[src/rtl/bfgd_pkg.sv]
`default_nettype none

package bfgd_pkg;

    // Default duty resolution and the resolution the gamma table is built for.
    localparam int DUTY_BITS_DEFAULT = 10;
    localparam int ROM_BITS          = 10;

    // Brightness levels, the percent-to-table mapping and the reset band edges.
    localparam logic [6:0] FULL_PCT       = 7'd100;
    localparam logic [6:0] LEVEL_RESET    = 7'd99;
    localparam logic [6:0] TARGET_RESET   = 7'd100;
    localparam logic [9:0] BAND_LOW_RESET  = 10'd510;
    localparam logic [9:0] BAND_HIGH_RESET = 10'd560;

    // Register indexes on the configuration channel.
    localparam logic [7:0] REG_BAND_LOW  = 8'd0;
    localparam logic [7:0] REG_BAND_HIGH = 8'd1;

    // Item kinds carried in the input tuser.
    localparam logic OP_SET  = 1'b0;
    localparam logic OP_TICK = 1'b1;

    typedef struct packed {
        logic [9:0] band_low;
        logic [9:0] band_high;
    } band_cfg_t;

    // Gamma 2.2 table for mapped brightness 30..100, indexed from 0.
    function automatic logic [ROM_BITS-1:0] gamma_lookup(input logic [6:0] idx);
        logic [ROM_BITS-1:0] v;
        case (idx)
            7'd0:  v = 10'd72;   7'd1:  v = 10'd77;   7'd2:  v = 10'd83;
            7'd3:  v = 10'd89;   7'd4:  v = 10'd95;   7'd5:  v = 10'd101;
            7'd6:  v = 10'd108;  7'd7:  v = 10'd114;  7'd8:  v = 10'd121;
            7'd9:  v = 10'd128;  7'd10: v = 10'd136;  7'd11: v = 10'd143;
            7'd12: v = 10'd151;  7'd13: v = 10'd159;  7'd14: v = 10'd168;
            7'd15: v = 10'd176;  7'd16: v = 10'd185;  7'd17: v = 10'd194;
            7'd18: v = 10'd203;  7'd19: v = 10'd212;  7'd20: v = 10'd222;
            7'd21: v = 10'd232;  7'd22: v = 10'd242;  7'd23: v = 10'd253;
            7'd24: v = 10'd263;  7'd25: v = 10'd274;  7'd26: v = 10'd285;
            7'd27: v = 10'd297;  7'd28: v = 10'd308;  7'd29: v = 10'd320;
            7'd30: v = 10'd332;  7'd31: v = 10'd344;  7'd32: v = 10'd357;
            7'd33: v = 10'd370;  7'd34: v = 10'd383;  7'd35: v = 10'd396;
            7'd36: v = 10'd410;  7'd37: v = 10'd423;  7'd38: v = 10'd437;
            7'd39: v = 10'd452;  7'd40: v = 10'd466;  7'd41: v = 10'd481;
            7'd42: v = 10'd496;  7'd43: v = 10'd511;  7'd44: v = 10'd527;
            7'd45: v = 10'd543;  7'd46: v = 10'd559;  7'd47: v = 10'd575;
            7'd48: v = 10'd592;  7'd49: v = 10'd609;  7'd50: v = 10'd626;
            7'd51: v = 10'd643;  7'd52: v = 10'd661;  7'd53: v = 10'd678;
            7'd54: v = 10'd697;  7'd55: v = 10'd715;  7'd56: v = 10'd734;
            7'd57: v = 10'd753;  7'd58: v = 10'd772;  7'd59: v = 10'd791;
            7'd60: v = 10'd811;  7'd61: v = 10'd831;  7'd62: v = 10'd851;
            7'd63: v = 10'd872;  7'd64: v = 10'd892;  7'd65: v = 10'd913;
            7'd66: v = 10'd935;  7'd67: v = 10'd956;  7'd68: v = 10'd978;
            7'd69: v = 10'd1000; 7'd70: v = 10'd1023;
            default: v = 10'd0;
        endcase
        return v;
    endfunction

endpackage

`default_nettype wire

[src/rtl/backlight_fade_gamma_duty.sv]
`default_nettype none

// Channel   Direction  Signals                          Word contents
// --------  ---------  -------------------------------  ------------------------------
// s_*       in         s_tvalid s_tready s_tdata s_tuser target_percent; op in tuser
// m_*       out        m_tvalid m_tready m_tdata m_tuser duty, level; duty_updated
// cfg_*     in         cfg_valid cfg_ready cfg_index    band_low (0), band_high (1)
//                      cfg_data
//
// Each word passes through the input register and then the result register.
// One word per cycle is sustained while m_tready is high; the level step,
// duty mapping and state update all happen between the two registers.
// A stall on m_tready holds the result register, then the input register,
// then drops s_tready. Reset restores level 99, target 100, duty 0 and the
// default band edges 510 and 560. Configuration writes are always accepted.
module backlight_fade_gamma_duty
    import bfgd_pkg::*;
#(
    parameter int DUTY_BITS = DUTY_BITS_DEFAULT
)
(
    input  wire logic        clk,
    input  wire logic        rst_n,

    input  wire logic        s_tvalid,
    output logic             s_tready,
    input  wire logic [7:0]  s_tdata,   // [7:0] target_percent
    input  wire logic [0:0]  s_tuser,   // [0] op

    output logic             m_tvalid,
    input  wire logic        m_tready,
    output logic      [23:0] m_tdata,   // [9:0] duty, [16:10] level, rest zero
    output logic      [0:0]  m_tuser,   // [0] duty_updated

    input  wire logic        cfg_valid,
    output logic             cfg_ready,
    input  wire logic [7:0]  cfg_index,
    input  wire logic [9:0]  cfg_data
);

    // Input register.
    logic                 in_valid_reg;
    logic                 in_op_reg;
    logic [7:0]           in_pct_reg;

    // Block state.
    logic [6:0]           level_reg,  level_next;
    logic [6:0]           target_reg, target_next;
    logic [DUTY_BITS-1:0] held_reg,   held_next;
    band_cfg_t            band_reg;

    // Result register.
    logic                 out_valid_reg;
    logic [9:0]           out_duty_reg;
    logic [6:0]           out_level_reg;
    logic                 out_updated_reg;

    logic                 advance;
    logic                 updated;
    logic [6:0]           step_level;
    logic [DUTY_BITS-1:0] mapped_duty;
    logic [31:0]          held_wide;

    // The head word moves on whenever the result register is empty or drains.
    assign advance   = in_valid_reg && (!out_valid_reg || m_tready);
    assign s_tready  = !in_valid_reg || advance;
    assign cfg_ready = 1'b1;

    assign step_level = (level_reg < target_reg) ? (level_reg + 7'd1) : (level_reg - 7'd1);

    bfgd_duty_map #(
        .DUTY_BITS (DUTY_BITS)
    ) u_duty_map (
        .level (step_level),
        .band  (band_reg),
        .duty  (mapped_duty)
    );

    always_comb
    begin
        level_next  = level_reg;
        target_next = target_reg;
        held_next   = held_reg;
        updated     = 1'b0;
        if (advance)
        begin
            if (in_op_reg == OP_SET)
            begin
                target_next = (in_pct_reg > {1'b0, FULL_PCT}) ? FULL_PCT : in_pct_reg[6:0];
            end
            else if (level_reg != target_reg)
            begin
                level_next = step_level;
                held_next  = mapped_duty;
                updated    = 1'b1;
            end
        end
        // The reported duty is the low ten bits of the held value.
        held_wide = 32'(held_next);
    end

    always_ff @(posedge clk or negedge rst_n)
    begin
        if (!rst_n)
        begin
            in_valid_reg <= 1'b0;
        end
        else if (s_tready)
        begin
            in_valid_reg <= s_tvalid;
        end
    end

    always_ff @(posedge clk)
    begin
        if (s_tready && s_tvalid)
        begin
            in_op_reg  <= s_tuser[0];
            in_pct_reg <= s_tdata;
        end
    end

    always_ff @(posedge clk or negedge rst_n)
    begin
        if (!rst_n)
        begin
            level_reg  <= LEVEL_RESET;
            target_reg <= TARGET_RESET;
            held_reg   <= '0;
        end
        else
        begin
            level_reg  <= level_next;
            target_reg <= target_next;
            held_reg   <= held_next;
        end
    end

    always_ff @(posedge clk or negedge rst_n)
    begin
        if (!rst_n)
        begin
            band_reg.band_low  <= BAND_LOW_RESET;
            band_reg.band_high <= BAND_HIGH_RESET;
        end
        else if (cfg_valid && cfg_ready)
        begin
            case (cfg_index)
                REG_BAND_LOW:  band_reg.band_low  <= cfg_data;
                REG_BAND_HIGH: band_reg.band_high <= cfg_data;
                default:       ;
            endcase
        end
    end

    always_ff @(posedge clk or negedge rst_n)
    begin
        if (!rst_n)
        begin
            out_valid_reg <= 1'b0;
        end
        else if (advance)
        begin
            out_valid_reg <= 1'b1;
        end
        else if (m_tready)
        begin
            out_valid_reg <= 1'b0;
        end
    end

    always_ff @(posedge clk)
    begin
        if (advance)
        begin
            out_duty_reg    <= held_wide[9:0];
            out_level_reg   <= level_next;
            out_updated_reg <= updated;
        end
    end

    assign m_tvalid = out_valid_reg;
    assign m_tdata  = {7'b0, out_level_reg, out_duty_reg};
    assign m_tuser  = out_updated_reg;

endmodule

`default_nettype wire

[src/rtl/bfgd_duty_map.sv]
`default_nettype none

// Maps a brightness level to a gamma-corrected duty and snaps it out of the
// forbidden band.
module bfgd_duty_map
    import bfgd_pkg::*;
#(
    parameter int DUTY_BITS = DUTY_BITS_DEFAULT
)
(
    input  wire logic [6:0]           level,
    input  wire band_cfg_t            band,
    output logic      [DUTY_BITS-1:0] duty
);

    localparam int SHL = (DUTY_BITS >= ROM_BITS) ? (DUTY_BITS - ROM_BITS) : 0;
    localparam int SHR = (DUTY_BITS >= ROM_BITS) ? 0 : (ROM_BITS - DUTY_BITS);

    logic [9:0]           lvl_x7;
    logic [17:0]          recip_prod;
    logic [6:0]           rom_idx;
    logic [ROM_BITS-1:0]  rom_val;
    logic [31:0]          scaled_wide;
    logic [DUTY_BITS-1:0] raw;
    logic [16:0]          raw_ext;
    logic [16:0]          low_ext;
    logic [16:0]          high_ext;
    logic [10:0]          band_sum;
    logic [16:0]          mid_ext;

    always_comb
    begin
        // floor(level*70/100) equals floor(7*level/10); 205/2048 is exact here.
        lvl_x7      = {3'b000, level} * 10'd7;
        recip_prod  = {8'b0, lvl_x7} * 18'd205;
        rom_idx     = recip_prod[17:11];
        rom_val     = gamma_lookup(rom_idx);
        scaled_wide = ({22'b0, rom_val} << SHL) >> SHR;
        raw         = scaled_wide[DUTY_BITS-1:0];

        raw_ext  = 17'(raw);
        low_ext  = {7'b0, band.band_low};
        high_ext = {7'b0, band.band_high};
        band_sum = {1'b0, band.band_low} + {1'b0, band.band_high};
        mid_ext  = {7'b0, band_sum[10:1]};

        if (level == 7'd0)
        begin
            duty = '0;
        end
        else if ((raw_ext > low_ext) && (raw_ext < high_ext))
        begin
            duty = (raw_ext < mid_ext) ? low_ext[DUTY_BITS-1:0] : high_ext[DUTY_BITS-1:0];
        end
        else
        begin
            duty = raw;
        end
    end

endmodule

`default_nettype wire

[config.mk]
export PLATFORM = sky130hd
export DESIGN_NAME = backlight_fade_gamma_duty
export DESIGN_NICKNAME = d
export VERILOG_FILES = /design/src/rtl/bfgd_pkg.sv /design/src/rtl/backlight_fade_gamma_duty.sv /design/src/rtl/bfgd_duty_map.sv
export SDC_FILE = /design/constraint.sdc
export NUM_CORES = 1
export LEC_CHECK = 0
export ABC_AREA = 1
export BUFFER_PORTS_ARGS = -buffer_cell sky130_fd_sc_hd__buf_2
export CAP_MARGIN = 20
export CORE_UTILIZATION = 65
export CTS_CLUSTER_DIAMETER = 60
export DETAILED_ROUTE_END_ITERATION = 10
export GPL_TIMING_DRIVEN = 0
export MAX_ROUTING_LAYER = met4
export PLACE_DENSITY = 0.85
export SLEW_MARGIN = 0
export SYNTH_ARGS = -nofsm -noshare
export SYNTH_HDL_FRONTEND = slang
export SYNTH_SLANG_ARGS = --single-unit
[constraint.sdc]
create_clock -name clk -period 15.3 [get_ports clk]
set_input_delay 0.765 -clock clk [delete_from_list [all_inputs] [get_ports clk]]
set_output_delay 0.765 -clock clk [all_outputs]
set_load 0.005 [all_outputs]
==> results.cfg, run 1 <==
[finish]
layout_commonest_cell = nand2_1
diodes = 0
fillCellCount = 878
final_layout_size_suffix_gt1_share_pct = 14.8
area_delta_synth_final_pct = 9.84
fin_nets = 1218
largest_reg_flops = 20
final_cell_mix = nand2_1 (208), inv_1 (159), ha_1 (120)

[synthesis]
yosysTopAreaCellShare_pct = 19.7
synth_edf_count = 27
synthArstFlopShare_pct = 63.0
synthXorXnorAreaFrac_pct = 3.92
synth.distinct_cells = 50
synthMuxAreaShare_pct = 0
synth_flop_cell = dfrtp_1
netlist_area_mm2 = 0.00760
synth-simple-area-share_pct = 22.2
synth_top_family_by_area = adder cells
ys_seq_elements = 73
synth_compound_area_share_pct = 12.8
synth_area_leaders = ha_1 (20%), edfxtp_1 (11%), nand2_1 (10%)
syn_inst = 979
ys_warn_count = 0
yosysSeqAreaShare_pct = 26.1
synthAdderAreaFrac_pct = 24.5
yosysTopAreaCell = ha_1
syn_area_per_cell_um2 = 7.77

[routing]
drtIter0Drc = 604
num_vias = 6729
drc = 0
drt_wl_total_um = 18000
postRouteAntennaNets = 0
drtPass1Iterations = 5
post_drt_wl_per_cell_um = 15.0
routed_via_density = 5.63

[timing]
maxSlewViolCount = 0
clock_skew_ns = 0.00926
period_share_pct = 71.4
rsz0062_at_grt = false
fmaxAchievable_ghz = 0.0916
period_minus_slack_ns = 10.92
tightest_slew_ns = 0.800
slew_headroom_pct = 46.6
finalHoldViolCount = 0
setup_viol_count_final = 0
fin_setup_tns_ns = 0

[placement]
io_buffers = 51
place_hpwl_um = 13800
finalWeightedCongestion = 0.960

[setup_path]
worstPathRequired_ns = 15.47
endpoint_kind = flip-flop
cp_max_fo = 12
reg2regPathDepth = 52
cp_slowest_cell = a2111oi_0
crit_path_max_incr_delay_ns = 0.56
worstSetupPathType = flip-flop to flip-flop
crit_top_cell = ha_1
path_buf_inv = 9
critical_path_cell_count = 52
worstPathArrival_ns = 11.09
path_delay_family = adder cells
startpoint_type = flip-flop

[grt]
first_global_vias = 6321
gr-usage-all-layers_pct = 31.7
grt_overflow_total = 0
grt_max_degree = 47
grt_pass1_wl_um = 28900
antenna_found_initial = 0

[run]
max_cap_viol_count = 0

[outcome]
status = finished, final reports clean

[floorplan]
die_width_um = 110
start_util_pct = 66.6
core_area_mm2 = 0.0114
die_h_um = 110
dieArea_mm2 = 0.0121
io-pin-count = 60
rows = 39

[clock_tree]
cts.repair.resized = 0
clockRootBuffer = clkbuf_16
clock_tree.buffer_depth = 2
cts_tree = done
clock_latency_ns = 0.33
htreeDepth = 3
cts_buffers = 9
clock_sinks = 73
cts_setup_buffers = 0
clk_pin_slew_ns = 0.05
postCtsHoldBufs = 0

[min_path]
hold_class = input port to async pin
==> cells in the mapped netlist (19+ instances only) <==
| cell type | number |
|---|---|
| edfxtp_1 | 27 |
| ha_1 | 120 |
| o21ai_0 | 71 |
| a21oi_1 | 59 |
| nand3_1 | 60 |
| nand2_1 | 208 |
| inv_1 | 159 |
| xor2_1 | 19 |
| dfrtp_1 | 28 |
| nand2_2 | 24 |
| nor2_1 | 41 |
==> area by class of cell <==
class                           instances  area (µm²)  area share (%)
Sequential cell                        73        1980            23.8
Buffer                                 28         170            2.04
Tap cell                              143         179            2.14
Clock buffer                           10         229            2.74
Timing Repair Buffer                   52         275            3.30
Clock inverter                          6        42.5           0.509
Multi-Input combinational cell        719        4850            58.1
Inverter                              165         622            7.45
==> worst paths after layout <==
path	start	endpoint	slack (ns)
max	target_reg[2]	out_duty_reg[4]	4.38
min	rst_n	band_reg[8]	0.27
max reg2reg	target_reg[2]	out_duty_reg[4]	4.38
min reg2reg	held_reg[5]	held_reg[5]	0.49
max in group asynchronous	rst_n	level_reg[5]	14.53
min in group clk	held_reg[5]	held_reg[5]	0.49
==> cells by family (layout without fill, tap and decap cells) <==
| logic type | Yosys count | after routing |
|---|---|---|
| AO/OA/AOI/OAI | 171 | 171 |
| other | 2 | 8 |
| adder cells (fa/ha/maj) | 138 | 138 |
| buffers and inverters | 193 | 261 |
| flip-flops | 73 | 73 |
| AND/OR/NAND/NOR | 371 | 371 |
| XOR/XNOR | 31 | 31 |
==> worst reg2reg max path, delay by kind of cell (launching register included) <==
kind | cells | cell delay, ns
and+or+nand+nor | 17 | 1.94
xor gates and xnor gates | 3 | 0.90
DFF | 1 | 0.54
AOI/OAI and AO/OA | 12 | 2.19
adders and majority gates | 11 | 4.13
buffers and inverters | 9 | 1.07
==> layer usage <==
metal / vias up / global-route usage [%] / part of all wire (%) / wire length, µm
li1: 3361 / - / - / -
met1: 3072 / 40.2 / 44 / 7990
met2: 261 / 52.6 / 47 / 8490
met3: 35 / 4.17 / 5.9 / 1070
met4: 0 / 11.0 / 2.3 / 412
met5: - / - / 0 / 0
==> stage by stage <==
step                      utilization, %  setup WS [ns]  std cells  hold WS, ns  area [µm²]
after floorplan                        -           6.02        985        0.441        7630
after global placement              70.6           4.78       1179        0.455        8060
after detailed placement            70.6           4.61       1179        0.459        8060
after CTS                           73.0           4.54       1195        0.484        8330
after global routing                73.1           3.55       1196        0.261        8350
final                               73.1           4.38       1196        0.265        8350
Power of run 1 is left out: the tool's default activity adds up to more than one toggle a clock period on the data nets, which glitch-free logic cannot reach.
==> run 2, diff against run 1 <==
--- a/config.mk
+++ b/config.mk
@@ -8,12 +8,12 @@
 export ABC_AREA = 1
 export BUFFER_PORTS_ARGS = -buffer_cell sky130_fd_sc_hd__buf_2
 export CAP_MARGIN = 20
-export CORE_UTILIZATION = 65
+export CORE_UTILIZATION = 56
 export CTS_CLUSTER_DIAMETER = 60
 export DETAILED_ROUTE_END_ITERATION = 10
 export GPL_TIMING_DRIVEN = 0
 export MAX_ROUTING_LAYER = met4
-export PLACE_DENSITY = 0.85
+export PLACE_DENSITY = 0.78
 export SLEW_MARGIN = 0
 export SYNTH_ARGS = -nofsm -noshare
 export SYNTH_HDL_FRONTEND = slang
==> constraint.sdc (replaced) <==
create_clock -name clk -period 9.31 [get_ports clk]
set_input_delay 0.4655 -clock clk [delete_from_list [all_inputs] [get_ports clk]]
set_output_delay 0.4655 -clock clk [all_outputs]
set_load 0.005 [all_outputs]
==> results.cfg, run 2 (synthesized netlist as in run 1, its figures left out) <==
[outcome]
status = finished with violations
violations = negative setup slack

[routing]
wl_met2_um = 12600
drtIter0Drc = 1132
wl_met3_um = 2310
num_vias = 8070
drtPass1Iterations = 7
wl_met1_um = 10100
top_layer_used = met4
drt_wl_total_um = 26300
postRouteAntennaNets = 0
routed_via_density = 6.12
drc = 0
post_drt_wl_per_cell_um = 20.0

[finish]
area_delta_synth_final_pct = 39.0
final_cell_mix = nand2_1 (158), inv_1 (129), buf_4 (88)
fillCellCount = 748
diodes = 0
fin_nets = 1307
multi_input_area_mm2 = 0.00612
final_layout_size_suffix_gt1_share_pct = 39.5
layout_commonest_cell = nand2_1
largest_reg_flops = 20
seqCellArea_mm2 = 0.00199

[setup_path]
worstPathRequired_ns = 9.60
cp_max_fo = 6
worstPathArrival_ns = 9.98
r2r-start = level_reg[4]
startpoint_type = flip-flop
crit_path_max_incr_delay_ns = 0.52
cp_slowest_cell = fa_1
cp-startpoint = level_reg[4]
worstSetupPathType = flip-flop to flip-flop
reg2reg_slack_ns = -0.38
endpoint_kind = flip-flop
reg2regPathDepth = 52
critical_path.endpoint = held_reg[5]
worstReg2RegEnd = held_reg[5]

[clock_tree]
clock_sinks = 73
clock_tree.buffer_depth = 2
clk_pin_slew_ns = 0.06
htreeDepth = 3
clock_latency_ns = 0.35
clockRootBuffer = clkbuf_16
cts_tree = done
cts_buffers = 9

[run]
max_cap_viol_count = 0

[timing]
finalHoldViolCount = 0
slew_headroom_pct = 24.7
fin_ws_ns = -0.383
maxSlewViolCount = 0
period_minus_slack_ns = 9.69
fmaxAchievable_ghz = 0.103
rsz0062_at_grt = true
hold-worst-slack_ns = 0.300
period_share_pct = 104
setup_viol_count_final = 20
clock_skew_ns = 0.0161
tightest_slew_ns = 1.12
fin_setup_tns_ns = -5.96

[placement]
place_hpwl_um = 13600
finalWeightedCongestion = 0.996
io_buffers = 51

[grt]
grt_overflow_total = 0
first_global_vias = 6945
gr-usage-all-layers_pct = 29.7
antenna_found_initial = 0
grt_max_degree = 47
grt_pass1_wl_um = 32400

[min_path]
whs_path_depth = 1
hold_class = input port to flip-flop

[floorplan]
die_width_um = 119
io-pin-count = 60
core_area_mm2 = 0.0132
die_h_um = 119
dieArea_mm2 = 0.0140
start_util_pct = 57.4
rows = 42
run 2: cell count changes in the layout (fill, tap and decap cells not counted), sizes merged:
cell / delta
nand2: +1
clkinv: -1
clkbuf: +1
dlygate4sd3: +1
bufinv: +3
buf: +86
inv: -2
run 2: worst min-delay path by stage:
stage	start	end
after floorplan	rst_n	band_reg[0]
after global placement	held_reg[6]	held_reg[6]
after detailed placement	held_reg[3]	held_reg[3]
after CTS	s_tdata[6]	in_pct_reg[6]
after global routing	s_tdata[4]	in_pct_reg[4]
final	s_tdata[6]	in_pct_reg[6]
run 2: critical path: cells and delay by family, from the launching register on:
family	cells	cell delay, ns
adders and majority gates	11	3.71
and+or+nand+nor	20	2.35
AOI/OAI and AO/OA	9	1.55
buffers and inverters	9	1.00
xor gates and xnor gates	3	0.56
DFF	1	0.46
run 2: repair_timing:
| item | 4_1_cts | 5_1_grt |
|---|---|---|
| gates cloned | 1 | 4 |
| hold buffers | 0 | 1 |
| endpoints found under the hold margin | 0 | 3 |
| endpoints found under the setup margin | 20 | 20 |
| buffers inserted | 31 | 52 |
| pin swaps | 44 | 124 |
| resized for setup | 100 | 230 |
run 2: cell type report:
| class | count | area share (%) |
|---|---|---|
| plain buffers | 28 | 2.44 |
| clock buffers | 11 | 2.30 |
| clock inverters | 5 | 0.982 |
| inverters | 165 | 6.15 |
| multi-input cells | 720 | 57.9 |
| flip-flops and latches | 73 | 18.8 |
| well taps | 176 | 2.08 |
| repair buffers | 139 | 9.35 |
| repair inverters | 1 | 0.0592 |
run 2: metal layers:
metal  track usage, %  vias to the layer above
met2             47.7                      557
met5                -                        -
li1                 -                     3519
met3             5.45                      169
met1             37.2                     3825
met4             11.6                        0
run 2: stage by stage:
stage / cells / cell area, µm² / utilization, % / worst slack (ns)
after floorplan: 985 / 7630 / - / 0.0250
after global placement: 1212 / 8100 / 61.2 / -1.24
after detailed placement: 1212 / 8100 / 61.2 / -1.35
after CTS: 1260 / 9140 / 69.0 / 0.00756
after global routing: 1318 / 10600 / 79.8 / -0.667
final: 1318 / 10600 / 79.8 / -0.383
Power of run 2 is left out for the same reason.
==> run 3, diff against run 2 <==
--- a/config.mk
+++ b/config.mk
@@ -8,12 +8,11 @@
 export ABC_AREA = 1
 export BUFFER_PORTS_ARGS = -buffer_cell sky130_fd_sc_hd__buf_2
 export CAP_MARGIN = 20
-export CORE_UTILIZATION = 56
+export CORE_UTILIZATION = 65
 export CTS_CLUSTER_DIAMETER = 60
 export DETAILED_ROUTE_END_ITERATION = 10
 export GPL_TIMING_DRIVEN = 0
-export MAX_ROUTING_LAYER = met4
-export PLACE_DENSITY = 0.78
+export PLACE_DENSITY = 0.85
 export SLEW_MARGIN = 0
 export SYNTH_ARGS = -nofsm -noshare
 export SYNTH_HDL_FRONTEND = slang
==> constraint.sdc (replaced) <==
create_clock -name clk -period 12.3 [get_ports clk]
set_input_delay 0.615 -clock clk [delete_from_list [all_inputs] [get_ports clk]]
set_output_delay 0.615 -clock clk [all_outputs]
set_load 0.005 [all_outputs]
==> results.cfg, run 3 (synthesized netlist as in run 1, its figures left out) <==
[outcome]
status = finished, final reports clean

[clock_tree]
clock_sinks = 73
clock_tree.buffer_depth = 2
clockRootBuffer = clkbuf_16
cts.repair.resized = 0
cts_buffers = 9
clk_pin_slew_ns = 0.06
cts_tree = done
cts_setup_buffers = 0
htreeDepth = 3
postCtsHoldBufs = 0
clock_latency_ns = 0.33

[run]
max_cap_viol_count = 0

[placement]
io_buffers = 51
finalWeightedCongestion = 0.960
post_dp_cell_area_mm2 = 0.00806
place_hpwl_um = 14200

[finish]
utilization_pct = 73.7
diodes = 0
seqCellArea_mm2 = 0.00198
final_cell_mix = nand2_1 (208), inv_1 (159), ha_1 (120)
final_area_mm2 = 0.00842
area_delta_synth_final_pct = 10.7
fillCellCount = 865
largest_reg_flops = 20
final_layout_size_suffix_gt1_share_pct = 14.8
multi_input_area_mm2 = 0.00485
layout_commonest_cell = nand2_1
fin_nets = 1218

[routing]
drc = 0
num_vias = 6955
drtPass1Iterations = 7
wl_met1_um = 7960
wl_met2_um = 8940
drtIter0Drc = 655
drt_wl_total_um = 18700
wl_met3_um = 1310
top_layer_used = met4
post_drt_wl_per_cell_um = 15.6
postRouteAntennaNets = 0
routed_via_density = 5.82

[setup_path]
worstSetupPathType = flip-flop to flip-flop
cp_max_fo = 11
reg2reg_slack_ns = 1.16
crit_top_cell = nand2_1
endpoint_kind = flip-flop
reg2regPathDepth = 53
worstPathArrival_ns = 11.34
crit_path_max_incr_delay_ns = 0.65
worstPathRequired_ns = 12.49
cp_slowest_cell = a2111oi_0
startpoint_type = flip-flop
worstReg2RegEnd = out_duty_reg[3]
r2r-start = target_reg[2]

[floorplan]
start_util_pct = 66.6
rows = 39
die_width_um = 110
dieArea_mm2 = 0.0121
die_h_um = 110
io-pin-count = 60
core_area_mm2 = 0.0114

[timing]
period_minus_slack_ns = 11.14
fin_setup_tns_ns = 0
finalHoldViolCount = 0
period_share_pct = 90.6
maxSlewViolCount = 0
rsz0062_at_grt = false
slew_headroom_pct = 45.1
tightest_slew_ns = 0.803
fmaxAchievable_ghz = 0.0897
clock_skew_ns = 0.00515
setup_viol_count_final = 0
hold-worst-slack_ns = 0.0830

[grt]
first_global_vias = 6539
grt_pass1_wl_um = 30000
grt_overflow_total = 0
grt_max_degree = 47
antenna_found_initial = 0
gr-usage-all-layers_pct = 32.1

[min_path]
hold_class = input port to async pin
==> run 3: final cells by class <==
type,count,share of cell area (%)
multi-input combinational,719,57.6
sequential,73,23.6
inverter,165,7.39
timing repair buffer,52,3.27
clock buffer,11,2.76
tap,143,2.13
buffer,28,2.02
clock inverter,5,1.23
==> run 3: routing by layer <==
metal,vias up,global-route usage [%]
met5,-,0
met4,0,13.3
met3,50,4.59
met2,326,54.4
met1,3225,41.2
li1,3354,-
==> run 3: through the flow <==
step                worst slack (ns)  instances
floorplan                       3.02        985
global placement                1.77       1179
detailed placement              1.51       1179
CTS                             1.35       1195
global route                   0.323       1196
finish                          1.16       1196
==> run 3: how the worst max path moves through the flow <==
stage                     slack, ns              end     startpoint
final                          1.16  out_duty_reg[3]  target_reg[2]
after global routing           0.32  out_duty_reg[4]   level_reg[0]
after CTS                      1.35  out_duty_reg[3]  target_reg[2]
after detailed placement       1.51  out_duty_reg[9]  target_reg[2]
after global placement         1.77  out_duty_reg[4]  target_reg[2]
after floorplan                3.02  out_duty_reg[0]  target_reg[6]
==> run 3: critical path: cells and delay by family, from the launching register on <==
family	cells	cell delay [ns]
buf+inv	10	1.29
flops	1	0.53
compound gates	11	2.17
fa+ha+maj	11	4.08
simple gates	18	2.02
xor+xnor	3	0.92
Power of run 3 is left out for the same reason.
